--- src/rtl/xeu_pkg.sv ---
// shared types, constants and entity tables for the xml entity unescaper
package xeu_pkg;

	// characters that take part in matching
	localparam logic [7:0] CH_AMP   = 8'h26;
	localparam logic [7:0] CH_SEMI  = 8'h3B;
	localparam logic [7:0] CH_LT    = 8'h3C;
	localparam logic [7:0] CH_GT    = 8'h3E;
	localparam logic [7:0] CH_APOS  = 8'h27;
	localparam logic [7:0] CH_QUOT  = 8'h22;
	localparam logic [7:0] CH_LA    = 8'h61;
	localparam logic [7:0] CH_LG    = 8'h67;
	localparam logic [7:0] CH_LL    = 8'h6C;
	localparam logic [7:0] CH_LM    = 8'h6D;
	localparam logic [7:0] CH_LO    = 8'h6F;
	localparam logic [7:0] CH_LP    = 8'h70;
	localparam logic [7:0] CH_LQ    = 8'h71;
	localparam logic [7:0] CH_LS    = 8'h73;
	localparam logic [7:0] CH_LT_T  = 8'h74;
	localparam logic [7:0] CH_LU    = 8'h75;

	// pending prefix after an ampersand, named by its text
	typedef enum logic [3:0] {
		M_IDLE     = 4'd0,
		M_E        = 4'd1,
		M_E_A      = 4'd2,
		M_E_AM     = 4'd3,
		M_E_AMP    = 4'd4,
		M_E_AP     = 4'd5,
		M_E_APO    = 4'd6,
		M_E_APOS   = 4'd7,
		M_E_L      = 4'd8,
		M_E_LT     = 4'd9,
		M_E_G      = 4'd10,
		M_E_GT     = 4'd11,
		M_E_Q      = 4'd12,
		M_E_QU     = 4'd13,
		M_E_QUO    = 4'd14,
		M_E_QUOT   = 4'd15
	} match_t;

	// one burst of output work: flushed prefix, optional byte, final flush
	typedef struct packed {
		match_t      pre;
		logic        has_char;
		logic [7:0]  ch;
		match_t      post;
		logic        last;
	} cmd_t;

	// number of characters held by a prefix
	function automatic logic [2:0] prefix_len(input match_t s);
		logic [2:0] n;
		unique case (s)
			M_IDLE:                                   n = 3'd0;
			M_E:                                      n = 3'd1;
			M_E_A, M_E_L, M_E_G, M_E_Q:               n = 3'd2;
			M_E_AM, M_E_AP, M_E_LT, M_E_GT, M_E_QU:   n = 3'd3;
			M_E_AMP, M_E_APO, M_E_QUO:                n = 3'd4;
			M_E_APOS, M_E_QUOT:                       n = 3'd5;
			default:                                  n = 3'd0;
		endcase
		return n;
	endfunction

	// character at a position of a prefix
	function automatic logic [7:0] prefix_char(input match_t s, input logic [2:0] pos);
		logic [7:0] c;
		c = 8'h00;
		unique case (pos)
			3'd0: c = CH_AMP;
			3'd1: begin
				if (s == M_E_A || s == M_E_AM || s == M_E_AMP || s == M_E_AP ||
				    s == M_E_APO || s == M_E_APOS)
					c = CH_LA;
				else if (s == M_E_L || s == M_E_LT)
					c = CH_LL;
				else if (s == M_E_G || s == M_E_GT)
					c = CH_LG;
				else
					c = CH_LQ;
			end
			3'd2: begin
				if (s == M_E_AM || s == M_E_AMP)
					c = CH_LM;
				else if (s == M_E_AP || s == M_E_APO || s == M_E_APOS)
					c = CH_LP;
				else if (s == M_E_LT || s == M_E_GT)
					c = CH_LT_T;
				else
					c = CH_LU;
			end
			3'd3: begin
				if (s == M_E_AMP)
					c = CH_LP;
				else
					c = CH_LO;
			end
			3'd4: begin
				if (s == M_E_APOS)
					c = CH_LS;
				else
					c = CH_LT_T;
			end
			default: c = 8'h00;
		endcase
		return c;
	endfunction

	// character produced when a semicolon completes the prefix, zero if none
	function automatic logic [7:0] done_char(input match_t s);
		logic [7:0] c;
		unique case (s)
			M_E_AMP:  c = CH_AMP;
			M_E_APOS: c = CH_APOS;
			M_E_LT:   c = CH_LT;
			M_E_GT:   c = CH_GT;
			M_E_QUOT: c = CH_QUOT;
			default:  c = 8'h00;
		endcase
		return c;
	endfunction

	// prefix that grows s by one character, idle if none does
	function automatic match_t extend(input match_t s, input logic [7:0] c);
		match_t t;
		t = M_IDLE;
		unique case (s)
			M_E: begin
				if (c == CH_LA)
					t = M_E_A;
				else if (c == CH_LL)
					t = M_E_L;
				else if (c == CH_LG)
					t = M_E_G;
				else if (c == CH_LQ)
					t = M_E_Q;
			end
			M_E_A: begin
				if (c == CH_LM)
					t = M_E_AM;
				else if (c == CH_LP)
					t = M_E_AP;
			end
			M_E_AM:  if (c == CH_LP)   t = M_E_AMP;
			M_E_AP:  if (c == CH_LO)   t = M_E_APO;
			M_E_APO: if (c == CH_LS)   t = M_E_APOS;
			M_E_L:   if (c == CH_LT_T) t = M_E_LT;
			M_E_G:   if (c == CH_LT_T) t = M_E_GT;
			M_E_Q:   if (c == CH_LU)   t = M_E_QU;
			M_E_QU:  if (c == CH_LO)   t = M_E_QUO;
			M_E_QUO: if (c == CH_LT_T) t = M_E_QUOT;
			default: t = M_IDLE;
		endcase
		return t;
	endfunction

endpackage

--- src/rtl/xeu_if.sv ---
// stream interfaces for escaped input bytes and unescaped output bytes
interface xeu_in_if;
	logic       valid;
	logic       ready;
	logic [7:0] in_byte;
	logic       in_last;

	modport source (output valid, output in_byte, output in_last, input ready);
	modport sink   (input valid, input in_byte, input in_last, output ready);
endinterface

interface xeu_out_if;
	logic       valid;
	logic       ready;
	logic [7:0] out_byte;
	logic       out_last;

	modport source (output valid, output out_byte, output out_last, input ready);
	modport sink   (input valid, input out_byte, input out_last, output ready);
endinterface

--- src/rtl/xeu_front.sv ---
// front end: tracks the pending entity prefix and classifies each input byte
module xeu_front
	import xeu_pkg::*;
(
	input  logic        clk,
	input  logic        arst_n,
	xeu_in_if.sink      din,
	input  logic        q_ready,
	output logic        q_push,
	output cmd_t        q_cmd
);

	match_t     state_q;
	match_t     nxt;
	match_t     ext;
	logic       handled;
	logic       accept;
	logic [7:0] dc;

	assign din.ready = q_ready;
	assign accept    = din.valid && q_ready;
	assign ext       = extend(state_q, din.in_byte);
	assign dc        = done_char(state_q);

	// classify the byte against the pending prefix
	always_comb begin
		handled        = 1'b0;
		nxt            = state_q;
		q_cmd.pre      = M_IDLE;
		q_cmd.has_char = 1'b0;
		q_cmd.ch       = din.in_byte;
		q_cmd.post     = M_IDLE;
		q_cmd.last     = din.in_last;
		if (state_q != M_IDLE) begin
			if (din.in_byte == CH_SEMI && dc != 8'h00) begin
				q_cmd.has_char = 1'b1;
				q_cmd.ch       = dc;
				nxt            = M_IDLE;
				handled        = 1'b1;
			end else if (ext != M_IDLE) begin
				nxt     = ext;
				handled = 1'b1;
			end else begin
				q_cmd.pre = state_q;
				nxt       = M_IDLE;
			end
		end
		if (!handled) begin
			if (din.in_byte == CH_AMP)
				nxt = M_E;
			else
				q_cmd.has_char = 1'b1;
		end
		// end of string flushes what is still pending
		if (din.in_last) begin
			q_cmd.post = nxt;
			nxt        = M_IDLE;
		end
	end

	// only bursts with at least one output byte go to the queue
	assign q_push = accept &&
		(q_cmd.pre != M_IDLE || q_cmd.has_char || q_cmd.post != M_IDLE);

	// match state
	always_ff @(posedge clk or negedge arst_n) begin
		if (!arst_n) begin
			state_q <= M_IDLE;
		end else if (accept) begin
			state_q <= nxt;
		end
	end

endmodule

--- src/rtl/xeu_queue.sv ---
// two-entry queue of output bursts between front and back
module xeu_queue
	import xeu_pkg::*;
(
	input  logic clk,
	input  logic arst_n,
	input  logic push,
	input  cmd_t push_cmd,
	output logic push_ready,
	output logic head_valid,
	output cmd_t head_cmd,
	input  logic pop
);

	cmd_t       mem_q [2];
	logic       wr_ptr_q;
	logic       rd_ptr_q;
	logic [1:0] cnt_q;

	assign push_ready = (cnt_q != 2'd2);
	assign head_valid = (cnt_q != 2'd0);
	assign head_cmd   = mem_q[rd_ptr_q];

	// entry storage
	always_ff @(posedge clk) begin
		if (push) begin
			mem_q[wr_ptr_q] <= push_cmd;
		end
	end

	// pointers and fill count
	always_ff @(posedge clk or negedge arst_n) begin
		if (!arst_n) begin
			wr_ptr_q <= 1'b0;
			rd_ptr_q <= 1'b0;
			cnt_q    <= 2'd0;
		end else begin
			if (push)
				wr_ptr_q <= ~wr_ptr_q;
			if (pop)
				rd_ptr_q <= ~rd_ptr_q;
			if (push && !pop)
				cnt_q <= cnt_q + 2'd1;
			else if (pop && !push)
				cnt_q <= cnt_q - 2'd1;
		end
	end

endmodule

--- src/rtl/xeu_back.sv ---
// back end: expands each burst into output bytes, one per cycle while dout is ready
module xeu_back
	import xeu_pkg::*;
(
	input  logic    clk,
	input  logic    arst_n,
	input  logic    head_valid,
	input  cmd_t    head_cmd,
	output logic    pop,
	xeu_out_if.source dout
);

	logic [2:0] idx_q;
	logic       valid_q;
	logic [7:0] byte_q;
	logic       last_q;
	logic [3:0] len_pre;
	logic [3:0] len_post;
	logic [3:0] total;
	logic [3:0] pos;
	logic [3:0] post_pos;
	logic [7:0] cur_byte;
	logic       is_end;
	logic       load;

	assign len_pre  = {1'b0, prefix_len(head_cmd.pre)};
	assign len_post = {1'b0, prefix_len(head_cmd.post)};
	assign total    = len_pre + {3'b000, head_cmd.has_char} + len_post;
	assign pos      = {1'b0, idx_q};
	assign post_pos = pos - len_pre - {3'b000, head_cmd.has_char};
	assign is_end   = (pos == total - 4'd1);

	// pick the byte at the current position of the burst
	always_comb begin
		if (pos < len_pre)
			cur_byte = prefix_char(head_cmd.pre, idx_q);
		else if (head_cmd.has_char && pos == len_pre)
			cur_byte = head_cmd.ch;
		else
			cur_byte = prefix_char(head_cmd.post, post_pos[2:0]);
	end

	assign load = head_valid && (!valid_q || dout.ready);
	assign pop  = load && is_end;

	assign dout.valid    = valid_q;
	assign dout.out_byte = byte_q;
	assign dout.out_last = last_q;

	// output register
	always_ff @(posedge clk) begin
		if (load) begin
			byte_q <= cur_byte;
			last_q <= head_cmd.last && is_end;
		end
	end

	// position within the burst and output valid
	always_ff @(posedge clk or negedge arst_n) begin
		if (!arst_n) begin
			valid_q <= 1'b0;
			idx_q   <= 3'd0;
		end else begin
			if (load)
				valid_q <= 1'b1;
			else if (dout.ready)
				valid_q <= 1'b0;
			if (pop)
				idx_q <= 3'd0;
			else if (load)
				idx_q <= idx_q + 3'd1;
		end
	end

endmodule

--- src/rtl/xml_entity_unescape_top.sv ---
// top level of the xml predefined entity unescaper
//
// din carries escaped text one byte per transfer, with in_last on the final
// byte of a string. dout carries the unescaped text, with out_last on the
// final byte of the string. &amp; &lt; &gt; &apos; &quot; become one
// character each; a broken prefix is passed through as it came.
// Each input byte is classified in the cycle it is taken and turned into a
// burst of zero to six output bytes, held in a two-entry queue.
// The first byte of a burst passes through a queue entry and the output
// register on its way to dout. Throughput: one output byte per cycle while
// dout is ready, so plain text runs at one byte per cycle; a burst keeps the
// output until its last byte is out, and din stalls once two bursts are queued.
// Bytes that only extend a pending prefix produce nothing at the time.
// Reset clears the match state, the queue and the output valid flag.
// When dout stalls, the output register holds, the queue fills and din
// ready drops; nothing is lost or repeated.
module xml_entity_unescape_top
	import xeu_pkg::*;
(
	input  logic      clk,
	input  logic      arst_n,
	xeu_in_if.sink    din,
	xeu_out_if.source dout
);

	logic q_push;
	logic q_ready;
	cmd_t q_cmd;
	logic head_valid;
	cmd_t head_cmd;
	logic pop;

	// classification front end
	xeu_front u_front (
		.clk     (clk),
		.arst_n  (arst_n),
		.din     (din),
		.q_ready (q_ready),
		.q_push  (q_push),
		.q_cmd   (q_cmd)
	);

	// burst queue
	xeu_queue u_queue (
		.clk        (clk),
		.arst_n     (arst_n),
		.push       (q_push),
		.push_cmd   (q_cmd),
		.push_ready (q_ready),
		.head_valid (head_valid),
		.head_cmd   (head_cmd),
		.pop        (pop)
	);

	// expansion back end
	xeu_back u_back (
		.clk        (clk),
		.arst_n     (arst_n),
		.head_valid (head_valid),
		.head_cmd   (head_cmd),
		.pop        (pop),
		.dout       (dout)
	);

endmodule

--- src/flat_wrapper.sv ---
// flat-port wrapper written by rule: the top's interface ports become plain ports
module xml_entity_unescape_top_flat import xeu_pkg::*;
  (clk, arst_n, din_valid, din_in_byte, din_in_last, din_ready, dout_valid, dout_out_byte, dout_out_last, dout_ready);
  xeu_in_if din_i ();
  xeu_out_if dout_i ();
  input  logic clk;
  input  logic arst_n;
  input wire logic [$bits(din_i.valid)-1:0] din_valid;
  input wire logic [$bits(din_i.in_byte)-1:0] din_in_byte;
  input wire logic [$bits(din_i.in_last)-1:0] din_in_last;
  output wire logic [$bits(din_i.ready)-1:0] din_ready;
  output wire logic [$bits(dout_i.valid)-1:0] dout_valid;
  output wire logic [$bits(dout_i.out_byte)-1:0] dout_out_byte;
  output wire logic [$bits(dout_i.out_last)-1:0] dout_out_last;
  input wire logic [$bits(dout_i.ready)-1:0] dout_ready;
  assign din_i.valid = din_valid;
  assign din_i.in_byte = din_in_byte;
  assign din_i.in_last = din_in_last;
  assign din_ready = din_i.ready;
  assign dout_valid = dout_i.valid;
  assign dout_out_byte = dout_i.out_byte;
  assign dout_out_last = dout_i.out_last;
  assign dout_i.ready = dout_ready;
  xml_entity_unescape_top u_core (.clk(clk), .arst_n(arst_n), .din(din_i), .dout(dout_i));
endmodule
--- config.mk ---
export PLATFORM = sky130hd
export DESIGN_NAME = xml_entity_unescape_top_flat
export DESIGN_NICKNAME = d
export VERILOG_FILES = /design/src/rtl/xeu_pkg.sv /design/src/rtl/xeu_if.sv /design/src/rtl/xeu_front.sv /design/src/rtl/xeu_queue.sv /design/src/rtl/xeu_back.sv /design/src/rtl/xml_entity_unescape_top.sv /design/src/flat_wrapper.sv
export SDC_FILE = /design/constraint.sdc
export NUM_CORES = 1
export LEC_CHECK = 0
export ABC_CLOCK_PERIOD_IN_PS = 11400
export BUFFER_PORTS_ARGS = -buffer_cell sky130_fd_sc_hd__buf_4
export CORE_UTILIZATION = 40
export CTS_CLUSTER_DIAMETER = 200
export DETAILED_ROUTE_END_ITERATION = 7
export PLACE_DENSITY = 0.61
export SLEW_MARGIN = 20
export SYNTH_ARGS = -nofsm -noshare
export SYNTH_HDL_FRONTEND = slang
export SYNTH_SLANG_ARGS = --single-unit
--- constraint.sdc ---
create_clock -name clk -period 11.4 [get_ports clk]
set_clock_uncertainty 0.05 [all_clocks]
set_input_delay 2.28 -clock clk [delete_from_list [all_inputs] [get_ports clk]]
set_output_delay 2.28 -clock clk [all_outputs]
set_load 0.005 [all_outputs]
==> results.py, run 1 <==
metrics = {
    "route": {
        "wl_per_cell_um": 15.3,
        "first_iter_violations": 86,
        "num_vias": 2972,
        "wl_um": 8340,
        "drtPass1Iterations": 4,
        "drt-vias-per-instance": 5.46,
        "drc": 0,
        "ant_nets": 0,
    },
    "timing": {
        "setup_tns_ns": 0,
        "setup_viol": 0,
        "fin_ws_ns": 6.33,
        "drv_slew": 0,
        "finalHoldViolCount": 0,
        "slew_headroom_pct": 34.5,
        "fin_crit_sh_pct": 44.5,
        "fmax_mhz": 197,
        "tightest_slew_ns": 0.955,
        "period_needed_ns": 5.07,
        "rsz0062_at_grt": "no",
    },
    "clocking": {
        "cts-resized-gates": 0,
        "insertion_delay_ns": 0.33,
        "clkSlewWorstSetupHoldPaths_ns": 0.06,
        "hold_buffers": 0,
        "cts_setup_buffers": 0,
        "cts_tree": "yes",
        "cts_root_buf": "clkbuf_8",
        "htreeDepth": 3,
        "cts_sinks": 57,
        "clockBufferDepth": 2,
        "cts_buffers": 9,
    },
    "setup_path": {
        "crit_path_top_delay_cell": "nor4_1",
        "worstSetupPathType": "reg -> reg",
        "cp_cell_sequence": "buf_4 -> mux2i_2 -> clkinv_1 -> a21o_1 -> a21oi_1 -> ha_1 -> inv_1 -> ha_1 -> a21o_1 -> a21oi_1 -> xnor2_1 -> nor4_1 -> nand2_1 -> ha_1 -> xor2_1 -> nor2_1 -> xor2_1",
        "path_buf_inv": 3,
        "startpoint_type": "flop",
        "cp_max_fo": 19,
        "r2r_setup_slack_ns": 6.33,
        "cp_common_cell": "ha_1",
        "arrival_ns": 5.27,
        "cp_data_required_time_ns": 11.60,
        "critPathTopFamily": "simple AND/OR/NAND/NOR gates",
        "cp-end-kind": "flop",
        "max_stage_delay_ns": 0.71,
    },
    "pwr": {
        "switchingPower_w": 0.000604,
        "pwr-share-comb_pct": 61.1,
        "pwr-share-seq_pct": 25.6,
        "power.density_mw_per_mm2": 308,
        "ir_drop_uv": 149,
        "p_leak_nw": 1.72,
        "p_total_w": 0.00135,
        "power_switching_share_pct": 44.6,
        "power.internal_w": 0.000751,
        "clock_power_share_pct": 13.3,
    },
    "synthesis": {
        "synth-edff-count": 45,
        "synth_cell_types": 78,
        "yosys_warnings": 0,
        "synthesis.nets": 423,
        "yosysMostFrequentCell": "edfxtp_1",
        "synth.yosys.seq_area_share_pct": 41.3,
        "synthTopCellsByCount": "edfxtp_1 (45), nand2_1 (39), nor2_1 (22)",
        "synth_area_per_cell_um2": 10.3,
        "synthTopCellsByArea": "edfxtp_1 (34%), dfrtp_1 (7.5%), ha_1 (5.6%)",
        "syn_area_mm2": 0.00400,
        "async_reset_ff_share_pct": 21.1,
        "synth-seq-cells": 57,
        "synth_ff_type": "edfxtp_1",
        "syn_inst": 389,
        "synth_top_area_share_pct": 33.8,
        "synth_top_cell_by_area": "edfxtp_1",
    },
    "grt": {
        "grt_max_degree": 20,
        "grtUsageMet1_pct": 23.1,
        "antenna_found_initial": 0,
        "grt-ovfl-total": 0,
        "grtUsageMet3_pct": 3.56,
        "grt_busiest_layer": "met2",
        "grt_pass1_vias": 2791,
        "grt_first_pass_wirelength_um": 13600,
        "track_usage_pct": 17.1,
        "grt_util_met2_pct": 26.6,
    },
    "floorplan": {
        "die-width_um": 102,
        "io_pins": 24,
        "die_h_um": 102,
        "dieArea_mm2": 0.0104,
        "std_cell_rows": 36,
        "initial_utilization_pct": 41.1,
        "core-area_mm2": 0.00973,
    },
    "place": {
        "placed_cells": 528,
        "dp_slack_ns": 6.30,
        "gp_congestion": 0.915,
        "place_area_mm2": 0.00420,
        "port-buffer-count": 23,
        "place_hpwl_um": 6110,
    },
    "finish": {
        "drive_gt1_share_pct": 16.1,
        "antennaDiodeCount": 0,
        "layout.cells.non_filler": 544,
        "nNetsFinal": 440,
        "finalInstanceArea_mm2": 0.00440,
        "n_fill_cell": 957,
        "area_growth_pct": 10.0,
    },
    "run": {
        "maxCapViolations": 0,
    },
    "worst_hold_path": {
        "hp-class": "reg -> reg",
    },
    "outcome": {
        "outcome": "completed",
    },
}
state kept, by name (all words and copies together) (netlist names), 2 cells and up:
name                         flops
u_core.u_back.dout.out_byte      8
u_core.u_front.state_q           4
u_core.u_back.idx_q              3
u_core.u_queue.mem_q            36
u_core.u_queue.cnt_q             2
per-stage QoR:
step	hold slack, ns	utilization (%)
after floorplan	0.405	-
after CTS	0.452	45.2
after global placement	0.424	43.2
after detailed placement	0.440	43.2
final	0.443	45.2
after global routing	0.492	45.2
cell families (layout without fill, tap and decap cells):
group / Yosys count / in the layout / synth area share [%]
AO/OA/AOI/OAI: 89 / 89 / 14.9
adder cells (fa/ha/maj): 21 / 21 / 7.14
multiplexers: 19 / 19 / 5.26
flip-flops: 57 / 57 / 41.3
XOR/XNOR: 17 / 17 / 3.73
buffers and inverters: 38 / 60 / 5.48
AND/OR/NAND/NOR: 148 / 148 / 22.2
cell type report:
type	instances	area, µm²	area share (%)
multi-input cells	294	2130	48.3
flip-flops and latches	57	1650	37.6
well taps	133	166	3.78
repair buffers	25	188	4.27
clock buffers	14	184	4.18
inverters	19	71.3	1.62
clock inverters	2	10.0	0.228
power groups by stage:
stage,Clock [W],Combinational [W],Sequential [W]
floorplan,0,0.000637,0.000343
global placement,0,0.000819,0.000351
detailed placement,0,0.000822,0.000353
CTS,0.000184,0.000828,0.000348
global route,0.000196,0.000929,0.000356
finish,0.000180,0.000828,0.000347
final timing paths:
kind                                             end  depth (start not counted)                    start
setup / recovery             u_core.u_queue.cnt_q[1]                         17  u_core.u_queue.rd_ptr_q
hold / removal               u_core.u_queue.wr_ptr_q                          1  u_core.u_queue.wr_ptr_q
setup reg to reg             u_core.u_queue.cnt_q[1]                         17  u_core.u_queue.rd_ptr_q
hold reg to reg              u_core.u_queue.wr_ptr_q                          1  u_core.u_queue.wr_ptr_q
max in group asynchronous  u_core.u_front.state_q[2]                          1                   arst_n
min in group asynchronous   u_core.u_back.dout.valid                          1                   arst_n
layer usage:
layer	vias to the layer above	share of wire (%)
li1	1477	-
met1	1401	47
met2	78	47
met3	16	3.5
met4	0	2.3
met5	-	0
layout by cell type (no fill, tap or decap), types with 3 or more instances in the layout:
master    netlist  routed
edfxtp_1       45      45
nand2_1        39      39
buf_4           2      25
nor2_1         22      22
a21oi_1        20      20
o21ai_0        20      20
inv_1          18      18
ha_1           18      18
mux2i_1        14      14
dfrtp_1        12      12
nor2b_1        11      11
clkbuf_8        2      11
xnor2_1        10      10
nor3_1          8       8
nand2b_1        8       8
and2_1          8       8
xor2_1          7       7
nand3_1         6       6
o22ai_1         6       6
nand4_1         5       5
a21o_1          5       5
o211ai_1        4       4
nor4_1          4       4
a31oi_1         4       4
o31ai_1         4       4
nor3b_1         3       3
nand4b_1        3       3
and3_1          3       3
mux2_2          3       3
fa_1            3       3
(Power assumes the default switching activity.)
==> run 2, diff against run 1 <==
ABC_CLOCK_PERIOD_IN_PS = 4700   (was 11400)
clock period = 4.7 ns   (was 11.4 ns; I/O delays follow)
==> run 2 against run 1 <==
Maximum frequency increased by 21%. Register-to-register slack got worse by 5.8 ns. First-iteration DRC count increased by 58%. Setup slack got worse by 5.8 ns. Global-route usage increased by 1.4 points. Non-clock buffer count increased by 7. Design area increased by 1.6%. Clock power increased to 2.7 times the previous value. Highest routed layer unchanged.
==> results.py, run 2 (synthesis results as in run 1) <==
metrics = {
    "floorplan": {
        "std_cell_rows": 36,
        "dieArea_mm2": 0.0104,
        "core-area_mm2": 0.00973,
        "io_pins": 24,
        "initial_utilization_pct": 41.1,
        "die-width_um": 102,
        "die_h_um": 102,
    },
    "clocking": {
        "htreeDepth": 3,
        "cts-resized-gates": 0,
        "insertion_delay_ns": 0.33,
        "cts_setup_buffers": 0,
        "clkSlewWorstSetupHoldPaths_ns": 0.07,
        "cts_buffers": 9,
        "clockBufferDepth": 2,
        "cts_tree": "yes",
        "cts_sinks": 57,
        "cts_root_buf": "clkbuf_8",
        "hold_buffers": 0,
    },
    "grt": {
        "grt-ovfl-total": 0,
        "grt_max_degree": 19,
        "track_usage_pct": 18.6,
        "grt_pass1_vias": 2861,
        "antenna_found_initial": 0,
        "grt_first_pass_wirelength_um": 14700,
    },
    "pwr": {
        "clock_power_share_pct": 14.3,
        "pwr-share-comb_pct": 60.9,
        "p_leak_nw": 1.76,
        "switchingPower_w": 0.00154,
        "pwr-share-seq_pct": 24.9,
        "power.internal_w": 0.00190,
        "power_switching_share_pct": 44.7,
        "ir_drop_uv": 329,
        "power.density_mw_per_mm2": 770,
    },
    "route": {
        "ant_nets": 0,
        "drc": 0,
        "drtPass1Iterations": 5,
        "wl_per_cell_um": 16.1,
        "num_vias": 3037,
        "wl_um": 8890,
        "drt-vias-per-instance": 5.51,
        "first_iter_violations": 136,
    },
    "setup_path": {
        "cp.depth": 10,
        "timing.critical_path.from": "u_core.u_queue.rd_ptr_q",
        "cp_max_fo": 9,
        "regToRegEndpoint": "u_core.u_back.dout.out_byte[4]",
        "max_stage_delay_ns": 0.60,
        "crit_end": "u_core.u_back.dout.out_byte[4]",
        "cp_data_required_time_ns": 4.73,
        "r2r_start": "u_core.u_queue.rd_ptr_q",
        "arrival_ns": 4.23,
        "worstSetupPathType": "reg -> reg",
        "cp_cell_sequence": "mux2i_1 -> fa_1 -> ha_1 -> or2_2 -> fa_1 -> xor2_1 -> o21ai_0 -> nand2b_1 -> a21oi_1 -> or3_1",
        "rr_worst_depth": 10,
        "cp_common_cell": "fa_1",
        "crit_path_top_delay_cell": "xor2_1",
        "critPathTopFamily": "adder cells",
        "cp-end-kind": "flop",
        "r2r_setup_slack_ns": 0.50,
        "startpoint_type": "flop",
        "path_buf_inv": 0,
    },
    "timing": {
        "tightest_slew_ns": 0.807,
        "rsz0062_at_grt": "no",
        "fmax_mhz": 238,
        "finalHoldViolCount": 0,
        "slew_headroom_pct": 46.2,
        "period_needed_ns": 4.20,
        "drv_slew": 0,
        "fin_crit_sh_pct": 89.3,
        "setup_viol": 0,
        "setup_tns_ns": 0,
    },
    "finish": {
        "antennaDiodeCount": 0,
        "nNetsFinal": 447,
        "final_util_pct": 45.9,
        "layout_common_cells": "edfxtp_1 (45), nand2_1 (39), buf_4 (32)",
        "layout.cells.non_filler": 551,
        "largest_reg_flops": 36,
        "top_register": "u_core.u_queue.mem_q",
        "layout_commonest_cell": "edfxtp_1",
        "area_growth_pct": 11.7,
        "drive_gt1_share_pct": 17.5,
        "n_fill_cell": 951,
    },
    "place": {
        "place_hpwl_um": 6460,
        "placed_cells": 535,
        "gp_congestion": 0.951,
        "port-buffer-count": 23,
    },
    "outcome": {
        "outcome": "completed",
    },
    "run": {
        "maxCapViolations": 0,
    },
    "worst_hold_path": {
        "hp-class": "in -> async",
    },
}
## run 2: worst min-delay path by stage
stage,end,slack (ns),cells past startpoint
CTS,u_core.u_front.state_q[1],0.39,1
global route,u_core.u_back.dout.valid,0.39,1
detailed placement,u_core.u_queue.wr_ptr_q,0.42,1
floorplan,u_core.u_queue.wr_ptr_q,0.41,1
global placement,u_core.u_queue.wr_ptr_q,0.42,1
finish,u_core.u_front.state_q[1],0.40,1
## run 2: final cells by class
type,count,area (µm²),area share (%)
Clock buffer,10,128,2.86
Clock inverter,6,82.6,1.85
Inverter,19,71.3,1.60
Multi-Input combinational cell,294,2130,47.6
Sequential cell,57,1650,37.0
Tap cell,133,166,3.73
Timing Repair Buffer,32,240,5.38
## run 2: routing by layer
metal / track usage, % / up-vias / wire [µm]
met3: 3.69 / 19 / 369
met5: 0 / - / 0
met2: 29.1 / 91 / 4070
met1: 24.8 / 1438 / 4130
met4: 8.79 / 0 / 320
li1: - / 1489 / -
## run 2: power by group through the flow
stage | logic [W] | clock network [W] | registers (W)
after floorplan | 0.00155 | 0 | 0.000833
after global placement | 0.00205 | 0 | 0.000866
after detailed placement | 0.00207 | 0 | 0.000869
after CTS | 0.00208 | 0.000503 | 0.000859
after global routing | 0.00234 | 0.000524 | 0.000874
final | 0.00209 | 0.000490 | 0.000855
## run 2: worst register-to-register path: stages, from the launching register on
cell,delay [ns]
dfrtp_1,0.57
mux2i_1,0.51
fa_1,0.53
ha_1,0.19
or2_2,0.30
fa_1,0.42
xor2_1,0.60
o21ai_0,0.27
nand2b_1,0.16
a21oi_1,0.04
or3_1,0.30
## run 2: metrics by stage
stage                     setup slack (ns)  cell area, µm²  hold slack, ns  power [W]
final                                0.504            4470           0.396    0.00344
after global routing                 0.198            4470           0.389    0.00374
after CTS                            0.522            4470           0.388    0.00345
after detailed placement             0.507            4260           0.424    0.00294
after global placement               0.649            4260           0.419    0.00291
after floorplan                      0.633            4000           0.405    0.00238
